**src/rtl/sbce_pkg.sv**
```systemverilog
// Shared constants, codes and control/status types of the bootload command engine.
package sbce_pkg;

   // Sizes
   localparam int PAGE_BYTES  = 64;
   localparam int FLASH_WORDS = 16384;
   localparam int EEPROM_SIZE = 1024;
   localparam int PAGE_WORDS  = PAGE_BYTES / 2;
   localparam int PAGE_AW     = $clog2(PAGE_WORDS);
   localparam int FLASH_AW    = $clog2(FLASH_WORDS);
   localparam int EE_AW       = $clog2(EEPROM_SIZE);
   localparam int SWEEP_AW    = (FLASH_AW > EE_AW) ? FLASH_AW : EE_AW;
   localparam int CFG_W       = 56;

   // Configuration register indexes
   localparam logic [7:0] REG_NAME      = 8'd0;
   localparam logic [7:0] REG_VERSION   = 8'd1;
   localparam logic [7:0] REG_SIGNATURE = 8'd2;
   localparam logic [7:0] REG_DEVICE    = 8'd3;

   // Reset values of the configuration registers
   localparam logic [55:0] NAME_RESET    = 56'd21745382143898196;
   localparam logic [15:0] VERSION_RESET = 16'd12337;
   localparam logic [23:0] SIG_RESET     = 24'd169246;
   localparam logic [7:0]  DEVICE_RESET  = 8'h73;

   // Command and reply characters
   localparam logic [7:0] CMD_NAME    = "S";
   localparam logic [7:0] CMD_VERSION = "V";
   localparam logic [7:0] CMD_SIG     = "s";
   localparam logic [7:0] CMD_PTYPE   = "p";
   localparam logic [7:0] CMD_DEVLIST = "t";
   localparam logic [7:0] CMD_BUFSUP  = "b";
   localparam logic [7:0] CMD_AUTOINC = "a";
   localparam logic [7:0] CMD_ADDR    = "A";
   localparam logic [7:0] CMD_READ    = "g";
   localparam logic [7:0] CMD_WRITE   = "B";
   localparam logic [7:0] CMD_PROG    = "P";
   localparam logic [7:0] CMD_LEAVE   = "L";
   localparam logic [7:0] CMD_SETDEV  = "T";
   localparam logic [7:0] CMD_SETLED  = "x";
   localparam logic [7:0] CMD_CLRLED  = "y";
   localparam logic [7:0] CMD_ERASE   = "e";
   localparam logic [7:0] CMD_EXIT    = "E";
   localparam logic [7:0] MEM_FLASH   = "F";
   localparam logic [7:0] MEM_EEPROM  = "E";
   localparam logic [7:0] CH_CR       = 8'h0D;
   localparam logic [7:0] CH_UNKNOWN  = "?";
   localparam logic [7:0] CH_YES      = "Y";
   localparam logic [7:0] CH_SER      = "S";
   localparam logic [7:0] CH_PAD      = 8'hFF;

   typedef enum logic [2:0] {
      OUT_FIXED,
      OUT_FLASH_LO,
      OUT_FLASH_HI,
      OUT_EEPROM,
      OUT_CR
   } out_sel_type;

   // Commands from controller to datapath
   typedef struct packed {
      logic        sweep;
      logic        take;
      logic        fill_clear;
      logic        cnt_clear;
      logic        cnt_inc;
      logic        flash_rd;
      logic        ee_rd;
      logic        pkt_rd;
      logic        flash_wr;
      logic        ee_wr;
      logic        addr_inc;
      logic        addr_load;
      logic        addr_add_half;
      logic        out_load;
      out_sel_type out_sel;
      logic        out_last;
   } dp_cmd_type;

   // Status from datapath to controller
   typedef struct packed {
      logic       sweep_last;
      logic       complete;
      logic [7:0] cmd;
      logic [7:0] mem_type;
      logic       size_zero;
      logic       out_free;
      logic       fix_last;
      logic       word_last;
      logic       byte_last;
      logic       page_last;
   } dp_stat_type;

endpackage

```
**src/rtl/sbce_controller.sv**
```systemverilog
// Controller: sequences byte intake, command dispatch, memory walks and replies.
module sbce_controller import sbce_pkg::*; (
   input  logic        clock,
   input  logic        reset,
   input  logic        req_valid,
   output logic        req_stall,
   input  dp_stat_type stat,
   output dp_cmd_type  cmd
);

   typedef enum logic [3:0] {
      ST_SWEEP, ST_IDLE, ST_CHECK, ST_FIX,
      ST_RF_ISSUE, ST_RF_LO, ST_RF_HI,
      ST_RE_ISSUE, ST_RE_EMIT,
      ST_WF_RD, ST_WF_WR, ST_WE_RD, ST_WE_WR, ST_ACK
   } state_type;

   state_type state_ff, state_in;

   assign req_stall = state_ff != ST_IDLE;

   // Decode state into datapath commands
   always_comb begin
      cmd         = '0;
      cmd.out_sel = OUT_FIXED;
      state_in    = state_ff;
      case (state_ff)
         ST_SWEEP: begin
            cmd.sweep = 1'b1;
            if (stat.sweep_last) state_in = ST_IDLE;
         end
         ST_IDLE: begin
            if (req_valid) begin
               cmd.take = 1'b1;
               state_in = ST_CHECK;
            end
         end
         ST_CHECK: begin
            state_in = ST_IDLE;
            if (stat.complete) begin
               cmd.fill_clear = 1'b1;
               cmd.cnt_clear  = 1'b1;
               case (stat.cmd)
                  CMD_READ: begin
                     if (!stat.size_zero && stat.mem_type == MEM_FLASH) begin
                        state_in = ST_RF_ISSUE;
                     end else if (!stat.size_zero && stat.mem_type == MEM_EEPROM) begin
                        state_in = ST_RE_ISSUE;
                     end
                  end
                  CMD_WRITE: begin
                     if (stat.mem_type == MEM_FLASH) begin
                        state_in = ST_WF_RD;
                     end else if (stat.mem_type == MEM_EEPROM && !stat.size_zero) begin
                        state_in = ST_WE_RD;
                     end else begin
                        state_in = ST_ACK;
                     end
                  end
                  CMD_ADDR: begin
                     cmd.addr_load = 1'b1;
                     state_in      = ST_FIX;
                  end
                  default: state_in = ST_FIX;
               endcase
            end
         end
         ST_FIX: begin
            if (stat.out_free) begin
               cmd.out_load = 1'b1;
               cmd.out_last = stat.fix_last;
               cmd.cnt_inc  = 1'b1;
               if (stat.fix_last) state_in = ST_IDLE;
            end
         end
         ST_RF_ISSUE: begin
            cmd.flash_rd = 1'b1;
            state_in     = ST_RF_LO;
         end
         ST_RF_LO: begin
            cmd.out_sel = OUT_FLASH_LO;
            if (stat.out_free) begin
               cmd.out_load = 1'b1;
               state_in     = ST_RF_HI;
            end
         end
         ST_RF_HI: begin
            cmd.out_sel = OUT_FLASH_HI;
            if (stat.out_free) begin
               cmd.out_load = 1'b1;
               cmd.out_last = stat.word_last;
               cmd.addr_inc = 1'b1;
               cmd.cnt_inc  = 1'b1;
               state_in     = stat.word_last ? ST_IDLE : ST_RF_ISSUE;
            end
         end
         ST_RE_ISSUE: begin
            cmd.ee_rd = 1'b1;
            state_in  = ST_RE_EMIT;
         end
         ST_RE_EMIT: begin
            cmd.out_sel = OUT_EEPROM;
            if (stat.out_free) begin
               cmd.out_load = 1'b1;
               cmd.out_last = stat.byte_last;
               cmd.addr_inc = 1'b1;
               cmd.cnt_inc  = 1'b1;
               state_in     = stat.byte_last ? ST_IDLE : ST_RE_ISSUE;
            end
         end
         ST_WF_RD: begin
            cmd.pkt_rd = 1'b1;
            state_in   = ST_WF_WR;
         end
         ST_WF_WR: begin
            cmd.flash_wr = 1'b1;
            cmd.cnt_inc  = 1'b1;
            state_in     = stat.page_last ? ST_ACK : ST_WF_RD;
         end
         ST_WE_RD: begin
            cmd.pkt_rd = 1'b1;
            state_in   = ST_WE_WR;
         end
         ST_WE_WR: begin
            cmd.ee_wr    = 1'b1;
            cmd.addr_inc = 1'b1;
            cmd.cnt_inc  = 1'b1;
            state_in     = stat.byte_last ? ST_ACK : ST_WE_RD;
         end
         ST_ACK: begin
            cmd.out_sel = OUT_CR;
            if (stat.out_free) begin
               cmd.out_load      = 1'b1;
               cmd.out_last      = 1'b1;
               cmd.addr_add_half = stat.mem_type == MEM_FLASH;
               state_in          = ST_IDLE;
            end
         end
         default: state_in = ST_IDLE;
      endcase
   end

   // Hold state
   always_ff @(posedge clock) begin
      if (reset) begin
         state_ff <= ST_SWEEP;
      end else begin
         state_ff <= state_in;
      end
   end

endmodule

```
**config.mk**
```make
export PLATFORM = sky130hd
export DESIGN_NAME = sbce_controller
export DESIGN_NICKNAME = d
export VERILOG_FILES = /design/src/rtl/sbce_pkg.sv /design/src/rtl/sbce_controller.sv
export SDC_FILE = /design/constraint.sdc
export NUM_CORES = 1
export LEC_CHECK = 0
export ABC_AREA = 1
export BUFFER_PORTS_ARGS = -buffer_cell sky130_fd_sc_hd__buf_4
export CAP_MARGIN = 20
export CORE_MARGIN = 1.5
export CORE_UTILIZATION = 47
export CTS_BUF_LIST = sky130_fd_sc_hd__clkbuf_2
export DETAILED_ROUTE_END_ITERATION = 10
export PLACE_DENSITY = 0.84
export RECOVER_POWER = 50
export SYNTH_ARGS = -nofsm -noshare
export SYNTH_HDL_FRONTEND = slang
export SYNTH_SLANG_ARGS = --single-unit
```
**constraint.sdc**
```tcl
create_clock -name clock -period 3.95 [get_ports clock]
set_clock_uncertainty 0.15 [all_clocks]
set_input_delay 0.9875 -clock clock [delete_from_list [all_inputs] [get_ports clock]]
set_output_delay 0.9875 -clock clock [all_outputs]
set_load 0.01 [all_outputs]
```
==> results by group, run 1 <==
Power
  • Leakage: about 0.64 nW
  • Pwr Density: approximately 300 nW/µm²
  • Peak supply drop: between 200 and 250 µV

Synth
  • YS warnings: 0
  • Yosys reg bits: 4
  • Mean Syn Cell Area: 5.01 µm²
  • Yosys cell types: 22
  • Mapped cell area: a little over 700 µm²
  • Cell count after synthesis: about 150
  • Syn nets: around 170
  • Sequential area share after synthesis: about 11%

Layout
  • Max FFs per register: 4
  • Largest regs: state_ff (4)
  • Share of post-route cells with drive strength above 1: between 30 and 40%
  • Most flop-heavy register: state_ff
  • # diodes: 0
  • Synthesis-to-layout area growth: 47.7%
  • # nets final: ~220
  • Cell area after layout: about 1100 µm²

Floorplan
  • Row count: 14
  • Die Wd: 42.3 µm
  • Io pins: 46
  • DIE AREA: 1790 µm²
  • Initial Utilization: between 40% and 50%
  • Die Y: around 42 µm
  • Core region area: 1470 µm²

Route
  • Vias/cell: approximately 4.8
  • Via count: ~1,000
  • WL per Instance: about 10 µm
  • DR pass1 iterations: 4
  • Final ANT Viol Nets: 0
  • Drt drc: 0
  • 1st-iter DRT viols: 26
  • Drt total wl: 2.08 mm

Worst hold path
  • Worst min path class: flop to flop

Timing
  • Final Cycle Share: 73.8%
  • Min Tclk post-route: 2910 ps
  • Final Hold Vio Count: 0
  • RSZ-0062 raised after global routing: false
  • Slew of the pin with the lowest slew margin: slightly below 400 ps
  • Final setup vio count: 0
  • Slew Limit Fails: 0
  • Maximum clock frequency: ~340 MHz
  • Total negative slack: 0 ps
  • Rel. slew slack: ~74%

Global route
  • Largest net degree at the start of global routing: 8
  • Tot GR Track Use: about a quarter
  • First-pass GRT wire length: between 3 and 4 mm
  • Initial antenna violation count: 0
  • Vias in the first global route: a little under 900
  • Grt ovf: 0

CTS
  • H-tree levels: 1
  • PostCTS Resize Cnt: 0
  • CTS Sinks: 4
  • Clk_lat worst skew: ~190 ps
  • Clk slew on worst S/H paths: about 40 ps
  • CTS Buffer Depth: 2
  • Num CTS Buffers: 3
  • Root buf cell: clkbuf_2
  • CTS tree: built
  • Post-CTS setup buffer count: 0
  • CTS hold repair buffers: 0

Setup path
  • Type of the worst setup path: input pin to output port
  • Max FO, Critical Path: 3
  • Worst path bufs/invs: 2
  • Critical path, cell by cell: clkbuf_4, nor2_1, nand3_1, nor4_1, buf_4
  • Worst path slowest cell: nor4_1
  • Critical Path RT: 2810 ps
  • Max incr delay on CP: between 200 and 250 ps
  • Setup crit start kind: input pin
  • Critical path arrival: 1780 ps
  • Critical path capture point type: output port
  • Top delay family on crit path: simple AND/OR/NAND/NOR gates

Run status
  • Status: complete, no violations

Placed design
  • Placer Congestion: just over 0.9
  • Port Buffer Count: 45
  • Post-place instance area: 1080 µm²
  • Post-DP HPWL: roughly 1.8 mm

Job
  • Max-cap viol count: 0
-- worst register-to-register path, stage by stage, from the launching register on --
cell and delay (ps):
dfxtp_1 340, nor2_1 350, nand3_2 220, a21oi_2 230
nor2_2 70, nand2_4 90, inv_2 40, o21ai_1 100
nor2_1 50
-- cell type report --
| type | count | area (µm²) |
|---|---|---|
| multi-input cells | 110 | 517 |
| flip-flops and latches | 4 | 80.1 |
| fillers | 139 | 398 |
| clock buffers | 3 | 15.0 |
| well taps | 16 | 20.0 |
| inverters | 30 | 115 |
| repair buffers | 45 | 327 |
-- layout by cell type, fill, tap and decap left out --
master and instances:
nand3_1 14, clkbuf_4 2, inv_4 1, clkbuf_2 3, nor3_1 1, inv_2 4
o21ai_0 7, nand2_4 1, nor2_4 2, nand2_1 36, buf_4 40, nor4_1 1
a311oi_1 1, nand3_2 1, a21oi_2 2, clkinv_1 1, o21ai_2 1, a21oi_1 4
o21ai_1 4, nor2_1 29, dfxtp_1 4, clkbuf_1 3, nand2_2 3, nor2_2 3
inv_1 24
-- synthesized netlist by cell type --
cell      instances  share of area, %
nand3_1          14               9.6
o21ai_0           7               4.8
nand2_2           3               2.6
dfxtp_1           4                11
o21ai_2           1               1.2
clkinv_1          1              0.52
nor2_1           26                13
nor4_1            1              0.86
nor2_4            2               3.1
buf_4             1               1.0
inv_2             5               2.6
nand2_1          36                19
a21oi_1           4               2.8
nand3_2           1               1.4
nor2_2            6               5.2
a21oi_2           2               2.4
nand2_4           1               1.5
nor3_1            1              0.69
a311oi_1          1               1.2
inv_4             1              0.86
o21ai_1           4               2.8
inv_1            23                12
-- through the flow --
stage	cells	setup slack [ps]	total power [mW]	utilization (%)	hold WS, ps
3_3_place_gp	205	1070	0.285	73.2	354
4_1_cts	208	1030	0.325	74.2	372
5_1_grt	208	905	0.352	73.0	377
2_1_floorplan	145	1180	0.211	-	324
3_5_place_dp	205	1030	0.289	73.2	366
6_report	208	1040	0.317	73.0	362
-- cells by family after synthesis --
group,count (synthesis),synth area share (%)
flip-flops,4,11.0
AND/OR/NAND/NOR,91,57.0
buffers and inverters,31,16.9
AO/OA/AOI/OAI,19,15.1
-- routing by layer --
metal | track usage, % | up-vias | wire length, µm | share of wire (%)
met4 | 7.50 | 0 | 0 | 0
li1 | - | 542 | - | -
met1 | 33.4 | 424 | 956 | 46
met2 | 41.2 | 31 | 989 | 47
met5 | 0 | - | 0 | 0
met3 | 3.45 | 0 | 137 | 6.6
-- worst paths after layout --
check / cells after the start / end / start / slack, ps
setup / recovery: 5 / cmd[6] / stat[21] / 1040
hold / removal: 2 / state_ff[2] / state_ff[2] / 360
setup reg to reg: 8 / state_ff[0] / state_ff[0] / 2200
hold reg to reg: 2 / state_ff[2] / state_ff[2] / 360
-- report_power, final --
group,internal [mW],total [mW],switching [mW]
Clock,0.0204,0.0343,0.0138
Sequential,0.0495,0.0617,0.0122
Combinational,0.0932,0.221,0.128
Note: power is estimated with default switching activity, not from simulation.
==> inputs of run 2 (changes only) <==
- CORE_UTILIZATION: 47 -> 44
- PLACE_DENSITY: 0.84 -> 0.79
- clock period: 3.95 -> 3 ns (I/O delays scaled with it)
==> results by group, run 2 (synthesis results as in run 1) <==
Run status
  • Status: complete, no violations (unchanged)

Timing
  • Total negative slack: 0 ps (unchanged)
  • RSZ-0062 raised after global routing: false (unchanged)
  • Maximum clock frequency: approximately 380 MHz
  • Final Hold Vio Count: 0 (unchanged)
  • Rel. slew slack: 72.7% (was 73.6%)
  • Final Cycle Share: 87.6%
  • Final setup vio count: 0 (unchanged)
  • Slew of the pin with the lowest slew margin: 408 ps (was 394 ps)
  • Setup WS post-layout: 371 ps (was 1040 ps)
  • Slew Limit Fails: 0 (unchanged)
  • Min Tclk post-route: between 2000 and 3000 ps

Placed design
  • Minimum setup slack after placement: 559 ps (was 1030 ps)
  • Placer Congestion: 0.855 (was 0.910)
  • Post-DP HPWL: 1.87 mm (was 1.82 mm)
  • Port Buffer Count: 45 (unchanged)

Worst hold path
  • Worst min path class: flop to flop (unchanged)
  • Hold path depth: 2 (unchanged)
  • Hold_sp: state_ff[2] (unchanged)
  • WHS Endpoint: state_ff[2] (unchanged)

Floorplan
  • DIE AREA: 1900 µm² (was 1790 µm²)
  • Initial Utilization: 47.7% (was 49.4%)
  • Die Y: 43.6 µm (was 42.3 µm)
  • Core region area: 1520 µm² (was 1470 µm²)
  • Io pins: 46 (unchanged)
  • Row count: 14 (unchanged)
  • Die Wd: 43.6 µm (was 42.3 µm)

Setup path
  • Type of the worst setup path: flop to output port (was input pin to output port)
  • Critical path capture point type: output port (unchanged)
  • Launch point of the worst reg-to-reg path: state_ff[1] (was state_ff[0])
  • R2R Path End: state_ff[0] (unchanged)
  • Setup crit start kind: flop (was input pin)
  • Max FO, Critical Path: 6 (was 3)
  • Critical path arrival: 1730 ps (was 1780 ps)
  • Critical Path RT: 2100 ps (was 2810 ps)
  • Reg2Reg Depth: 8 (unchanged)
  • Reg2reg setup slack: 1220 ps (was 2200 ps)

Global route
  • Tot GR Track Use: 24.7% (was 24.9%)
  • Initial antenna violation count: 0 (unchanged)
  • Largest net degree at the start of global routing: 8 (unchanged)
  • Grt ovf: 0 (unchanged)
  • First-pass GRT wire length: 3.66 mm (was 3.55 mm)
  • Vias in the first global route: 926 (was 872)

CTS
  • Num CTS Buffers: 3 (unchanged)
  • H-tree levels: 1 (unchanged)
  • CTS Buffer Depth: 2 (unchanged)
  • CTS Sinks: 4 (unchanged)
  • Clk slew on worst S/H paths: 60 ps (was 40 ps)
  • CTS tree: built (unchanged)
  • Post-CTS setup buffer count: 0 (unchanged)
  • CTS hold repair buffers: 0 (unchanged)
  • Root buf cell: clkbuf_2 (unchanged)
  • Clk_lat worst skew: 210 ps (was 190 ps)
  • PostCTS Resize Cnt: 0 (unchanged)

Job
  • Max-cap viol count: 0 (unchanged)

Route
  • 1st-iter DRT viols: 24 (was 26)
  • Drt total wl: 2.19 mm (was 2.08 mm)
  • DR pass1 iterations: 4 (unchanged)
  • WL per Instance: 10.5 µm (was 10.0 µm)
  • Final ANT Viol Nets: 0 (unchanged)
  • Drt drc: 0 (unchanged)
  • Via count: 1,010 (was 997)
  • Vias/cell: 4.86 (was 4.79)

Power
  • Leakage: 0.637 nW (was 0.641 nW)
  • Overall power: 0.422 mW (was 0.317 mW)
  • Peak supply drop: 302 µV (was 236 µV)
  • Pwr Density: 394 nW/µm² (was 295 nW/µm²)

Layout
  • Share of post-route cells with drive strength above 1: 32.3% (was 32.8%)
  • Commonest non-fill, non-tap cell in the layout: buf_4 (unchanged)
  • # diodes: 0 (unchanged)
  • Most flop-heavy register: state_ff (unchanged)
  • Synthesis-to-layout area growth: 47.2% (was 47.7%)
  • Filler Cell Count: 152 (was 139)
  • # nets final: 221 (unchanged)
  • Commonest non-fill, non-tap cells in the layout: buf_4, nand2_1, nor2_1, inv_1, nand3_1 (unchanged)
  • Area of the multi-input gates: 517 µm² (unchanged)
  • Sequential Area: 80.1 µm² (unchanged)
  • Largest regs: state_ff (4) (unchanged)
  • Max FFs per register: 4 (unchanged)
## run 2: cell types whose count changed in the layout (fill, tap and decap cells not counted), sizes merged
cell    delta
buf        -1
clkbuf     +1
## run 2: final cells by class
cell class / count / share of cell area, %
Timing Repair Buffer: 45 / 30.2
Sequential cell: 4 / 7.49
Clock buffer: 3 / 1.40
Multi-Input combinational cell: 110 / 48.3
Tap cell: 16 / 1.87
Inverter: 30 / 10.8
## run 2: stage by stage
stage	hold WS, ps	cell area (µm²)	util (%)	std cells
after floorplan	324	727	-	145
after global placement	358	1080	70.7	205
after detailed placement	366	1080	70.7	205
after CTS	373	1090	71.7	208
after global routing	402	1070	70.2	208
final	365	1070	70.2	208
## run 2: worst max-delay path by stage
stage,from,endpoint,cells after the start
after floorplan,stat[20],cmd[6],4
after global placement,stat[21],cmd[6],5
after detailed placement,stat[21],cmd[6],5
after CTS,state_ff[2],cmd[0],6
after global routing,state_ff[1],cmd[0],6
final,state_ff[1],cmd[0],6
## run 2: report_power, final
group	internal (mW)	switching (mW)	total [mW]
clock network	0.0270	0.0228	0.0498
logic	0.123	0.168	0.290
registers	0.0651	0.0163	0.0814
## run 2: per-layer routing
| metal | GRT usage [%] | vias to the layer above | share of wire, % |
|---|---|---|---|
| met5 | 0 | - | 0 |
| met2 | 44.4 | 34 | 48 |
| met1 | 29.3 | 428 | 43 |
| li1 | - | 542 | - |
| met4 | 8.48 | 0 | 1.9 |
| met3 | 4.17 | 6 | 7.3 |
## run 2: worst max-delay path, cell delays in order (launching register included)
cell and delay, ps:
dfxtp_1 360, nor2_1 340, nand3_2 220, nand2_1 180
o21ai_0 110, o21ai_0 170, buf_4 140
==> inputs of run 3 (changes only) <==
- ABC_AREA: 1 -> 0
- CORE_ASPECT_RATIO: unset -> 0.75
- CORE_UTILIZATION: 44 -> 45
==> results by group, run 3 <==
Run status
  • Status: complete, no violations (unchanged)

CTS
  • Clk slew on worst S/H paths: 40 ps (was 60 ps)
  • CTS tree: built (unchanged)
  • CTS hold repair buffers: 0 (unchanged)
  • Post-CTS setup buffer count: 0 (unchanged)
  • Root buf cell: clkbuf_2 (unchanged)
  • Clk_lat worst skew: 200 ps (was 210 ps)
  • Num CTS Buffers: 3 (unchanged)
  • H-tree levels: 1 (unchanged)
  • CTS Buffer Depth: 2 (unchanged)
  • CTS Sinks: 4 (unchanged)
  • PostCTS Resize Cnt: 0 (unchanged)

Power
  • Pwr Density: 187 nW/µm² (was 394 nW/µm²)
  • Switching part of the total: 36.1% (was 49.1%)
  • Overall power: 0.209 mW (was 0.422 mW)
  • Peak supply drop: 174 µV (was 302 µV)
  • Combinational Power Share: 46.2% (was 68.9%)
  • Internal power: 0.134 mW (was 0.215 mW)
  • Clock network fraction of total power: 22.5% (was 11.8%)
  • Share of power burned in registers: 31.2% (was 19.3%)
  • Leakage: 0.510 nW (was 0.637 nW)
  • Sw power: 0.0756 mW (was 0.207 mW)

Route
  • Max layer used: met4 (unchanged)
  • WL per Instance: 14.8 µm (was 10.5 µm)
  • Vias/cell: 5.99 (was 4.86)
  • Drt drc: 0 (unchanged)
  • Met1 WL: 1.12 mm (was 939 µm)
  • DR pass1 iterations: 4 (unchanged)
  • Drt total wl: 2.77 mm (was 2.19 mm)
  • 1st-iter DRT viols: 72 (was 24)
  • Met2 Wirelength: 1.31 mm (was 1.05 mm)
  • Met3 wire length: 320 µm (was 159 µm)
  • Final ANT Viol Nets: 0 (unchanged)
  • Via count: 1,121 (was 1,010)

Synth
  • YS warnings: 0 (unchanged)
  • Synth Flop Type: dfxtp_1 (unchanged)
  • Yosys reg bits: 4 (unchanged)
  • Mapped cell area: 800 µm² (was 727 µm²)
  • Sequential area share after synthesis: 10.0% (was 11.0%)
  • Cell count after synthesis: 124 (was 145)
  • Area leader, netlist: dfxtp_1 (was nand2_1)
  • Syn nets: 151 (was 172)
  • Post-synth top area share: 10.0% (was 18.6%)
  • Post-synth EDFFs: 0 (unchanged)
  • Most frequent cells after synthesis: nor2_1, nand2_1, nor2b_1 (was nand2_1, nor2_1, inv_1, nand3_1, o21ai_0)
  • Top-count cell post-synth: nor2_1 (was nand2_1)
  • Asr flop ratio synth: 0% (unchanged)
  • Mean Syn Cell Area: 6.45 µm² (was 5.01 µm²)
  • Yosys cell types: 45 (was 22)
  • Synth area leaders: dfxtp_1, nor2_1, nand2_1, nor2b_1, a21oi_1 (was nand2_1, nor2_1, inv_1, dfxtp_1, nand3_1)

Global route
  • Initial antenna violation count: 0 (unchanged)
  • Vias in the first global route: 974 (was 926)
  • Tot GR Track Use: 31.1% (was 24.7%)
  • First-pass GRT wire length: 4.56 mm (was 3.66 mm)
  • Largest net degree at the start of global routing: 21 (was 8)
  • Grt ovf: 0 (unchanged)

Timing
  • Rel. slew slack: 58.0% (was 72.7%)
  • Setup WS post-layout: 122 ps (was 371 ps)
  • Maximum clock frequency: 347 MHz (was 380 MHz)
  • Min Tclk post-route: 2880 ps (was 2630 ps)
  • Slew of the pin with the lowest slew margin: 630 ps (was 408 ps)
  • Hold slack: 599 ps (was 365 ps)
  • Slew Limit Fails: 0 (unchanged)
  • Final Cycle Share: 95.9% (was 87.6%)
  • Total negative slack: 0 ps (unchanged)
  • RSZ-0062 raised after global routing: false (unchanged)
  • Final setup vio count: 0 (unchanged)
  • Final Hold Vio Count: 0 (unchanged)

Setup path
  • Max incr delay on CP: 520 ps (was 360 ps)
  • Critical path capture point type: output port (unchanged)
  • Worst path slowest cell: or4b_4 (was dfxtp_1)
  • Worst path bufs/invs: 2 (was 1)
  • Setup crit start kind: input pin (was flop)
  • Worst setup startpoint: stat[11] (was state_ff[1])
  • Launch point of the worst reg-to-reg path: state_ff[3] (was state_ff[1])
  • Critical path arrival: 1980 ps (was 1730 ps)
  • Most Frequent Cell on Critical Path: buf_4 (was o21ai_0)
  • Type of the worst setup path: input pin to output port (was flop to output port)
  • Max FO, Critical Path: 2 (was 6)
  • Critical path, cell by cell: buf_4, or4b_4, nor3b_1, and4_2, buf_4 (was nor2_1, nand3_2, nand2_1, o21ai_0, o21ai_0, buf_4)
  • Critical Path RT: 2100 ps (about the same)
  • Top delay family on crit path: simple AND/OR/NAND/NOR gates (unchanged)

Floorplan
  • Core region area: 1580 µm² (was 1520 µm²)
  • Row count: 12 (was 14)
  • Io pins: 46 (unchanged)
  • Initial Utilization: 50.7% (was 47.7%)
  • DIE AREA: 2040 µm² (was 1900 µm²)
  • Die Y: 39.5 µm (was 43.6 µm)
  • Die Wd: 51.7 µm (was 43.6 µm)

Placed design
  • Placer Congestion: 0.856 (was 0.855)
  • Port Buffer Count: 45 (unchanged)
  • Minimum setup slack after placement: 155 ps (was 559 ps)
  • Post-DP HPWL: 2.16 mm (was 1.87 mm)

Worst hold path
  • Worst min path class: input pin to flop (was flop to flop)
  • Hold_sp: reset (was state_ff[2])

Layout
  • Max FFs per register: 4 (unchanged)
  • # diodes: 0 (unchanged)
  • Synthesis-to-layout area growth: 40.4% (was 47.2%)
  • Commonest non-fill, non-tap cell in the layout: buf_4 (unchanged)
  • Largest regs: state_ff (4) (unchanged)
  • Most flop-heavy register: state_ff (unchanged)
  • Commonest non-fill, non-tap cells in the layout: buf_4, nor2_1, nand2_1 (was buf_4, nand2_1, nor2_1, inv_1, nand3_1)
  • # nets final: 195 (was 221)
  • Share of post-route cells with drive strength above 1: 30.1% (was 32.3%)

Job
  • Max-cap viol count: 0 (unchanged)
-- run 3: final cells by class --
cell class	count	area, µm²
clock buffers	3	15.0
fillers	147	454
inverters	6	22.5
multi-input cells	104	636
flip-flops and latches	4	81.3
well taps	21	26.3
repair buffers	49	342
-- run 3: worst paths after layout --
check	cells past startpoint	endpoint	slack, ps
max	5	cmd[5]	120
min reg2reg	1	state_ff[0]	690
max reg2reg	5	state_ff[2]	890
min	2	state_ff[3]	600
-- run 3: power groups by stage --
stage | clock network [mW] | logic [mW] | registers [mW]
floorplan | 0 | 0.0556 | 0.0568
global placement | 0 | 0.0945 | 0.0651
detailed placement | 0 | 0.0983 | 0.0653
CTS | 0.0510 | 0.0986 | 0.0646
global route | 0.0544 | 0.106 | 0.0660
finish | 0.0471 | 0.0968 | 0.0654
-- run 3: cells by family after synthesis --
family,after synthesis,share of synthesized area [%]
simple gates,65,47.1
compound gates,38,33.2
buf+inv,16,8.61
flops,4,10.0
xor+xnor,1,1.10
-- run 3: routing by layer --
layer	track usage [%]	vias up
met4	13.2	0
met2	51.9	79
met1	40.8	498
met5	0	-
met3	3.82	4
li1	-	540
-- run 3: through the flow --
| stage | util, % | instance area [µm²] | instances |
|---|---|---|---|
| 3_5_place_dp | 72.8 | 1150 | 184 |
| 5_1_grt | 71.2 | 1120 | 187 |
| 4_1_cts | 73.7 | 1160 | 187 |
| 6_report | 71.2 | 1120 | 187 |
| 3_3_place_gp | 72.8 | 1150 | 184 |
| 2_1_floorplan | - | 800 | 124 |
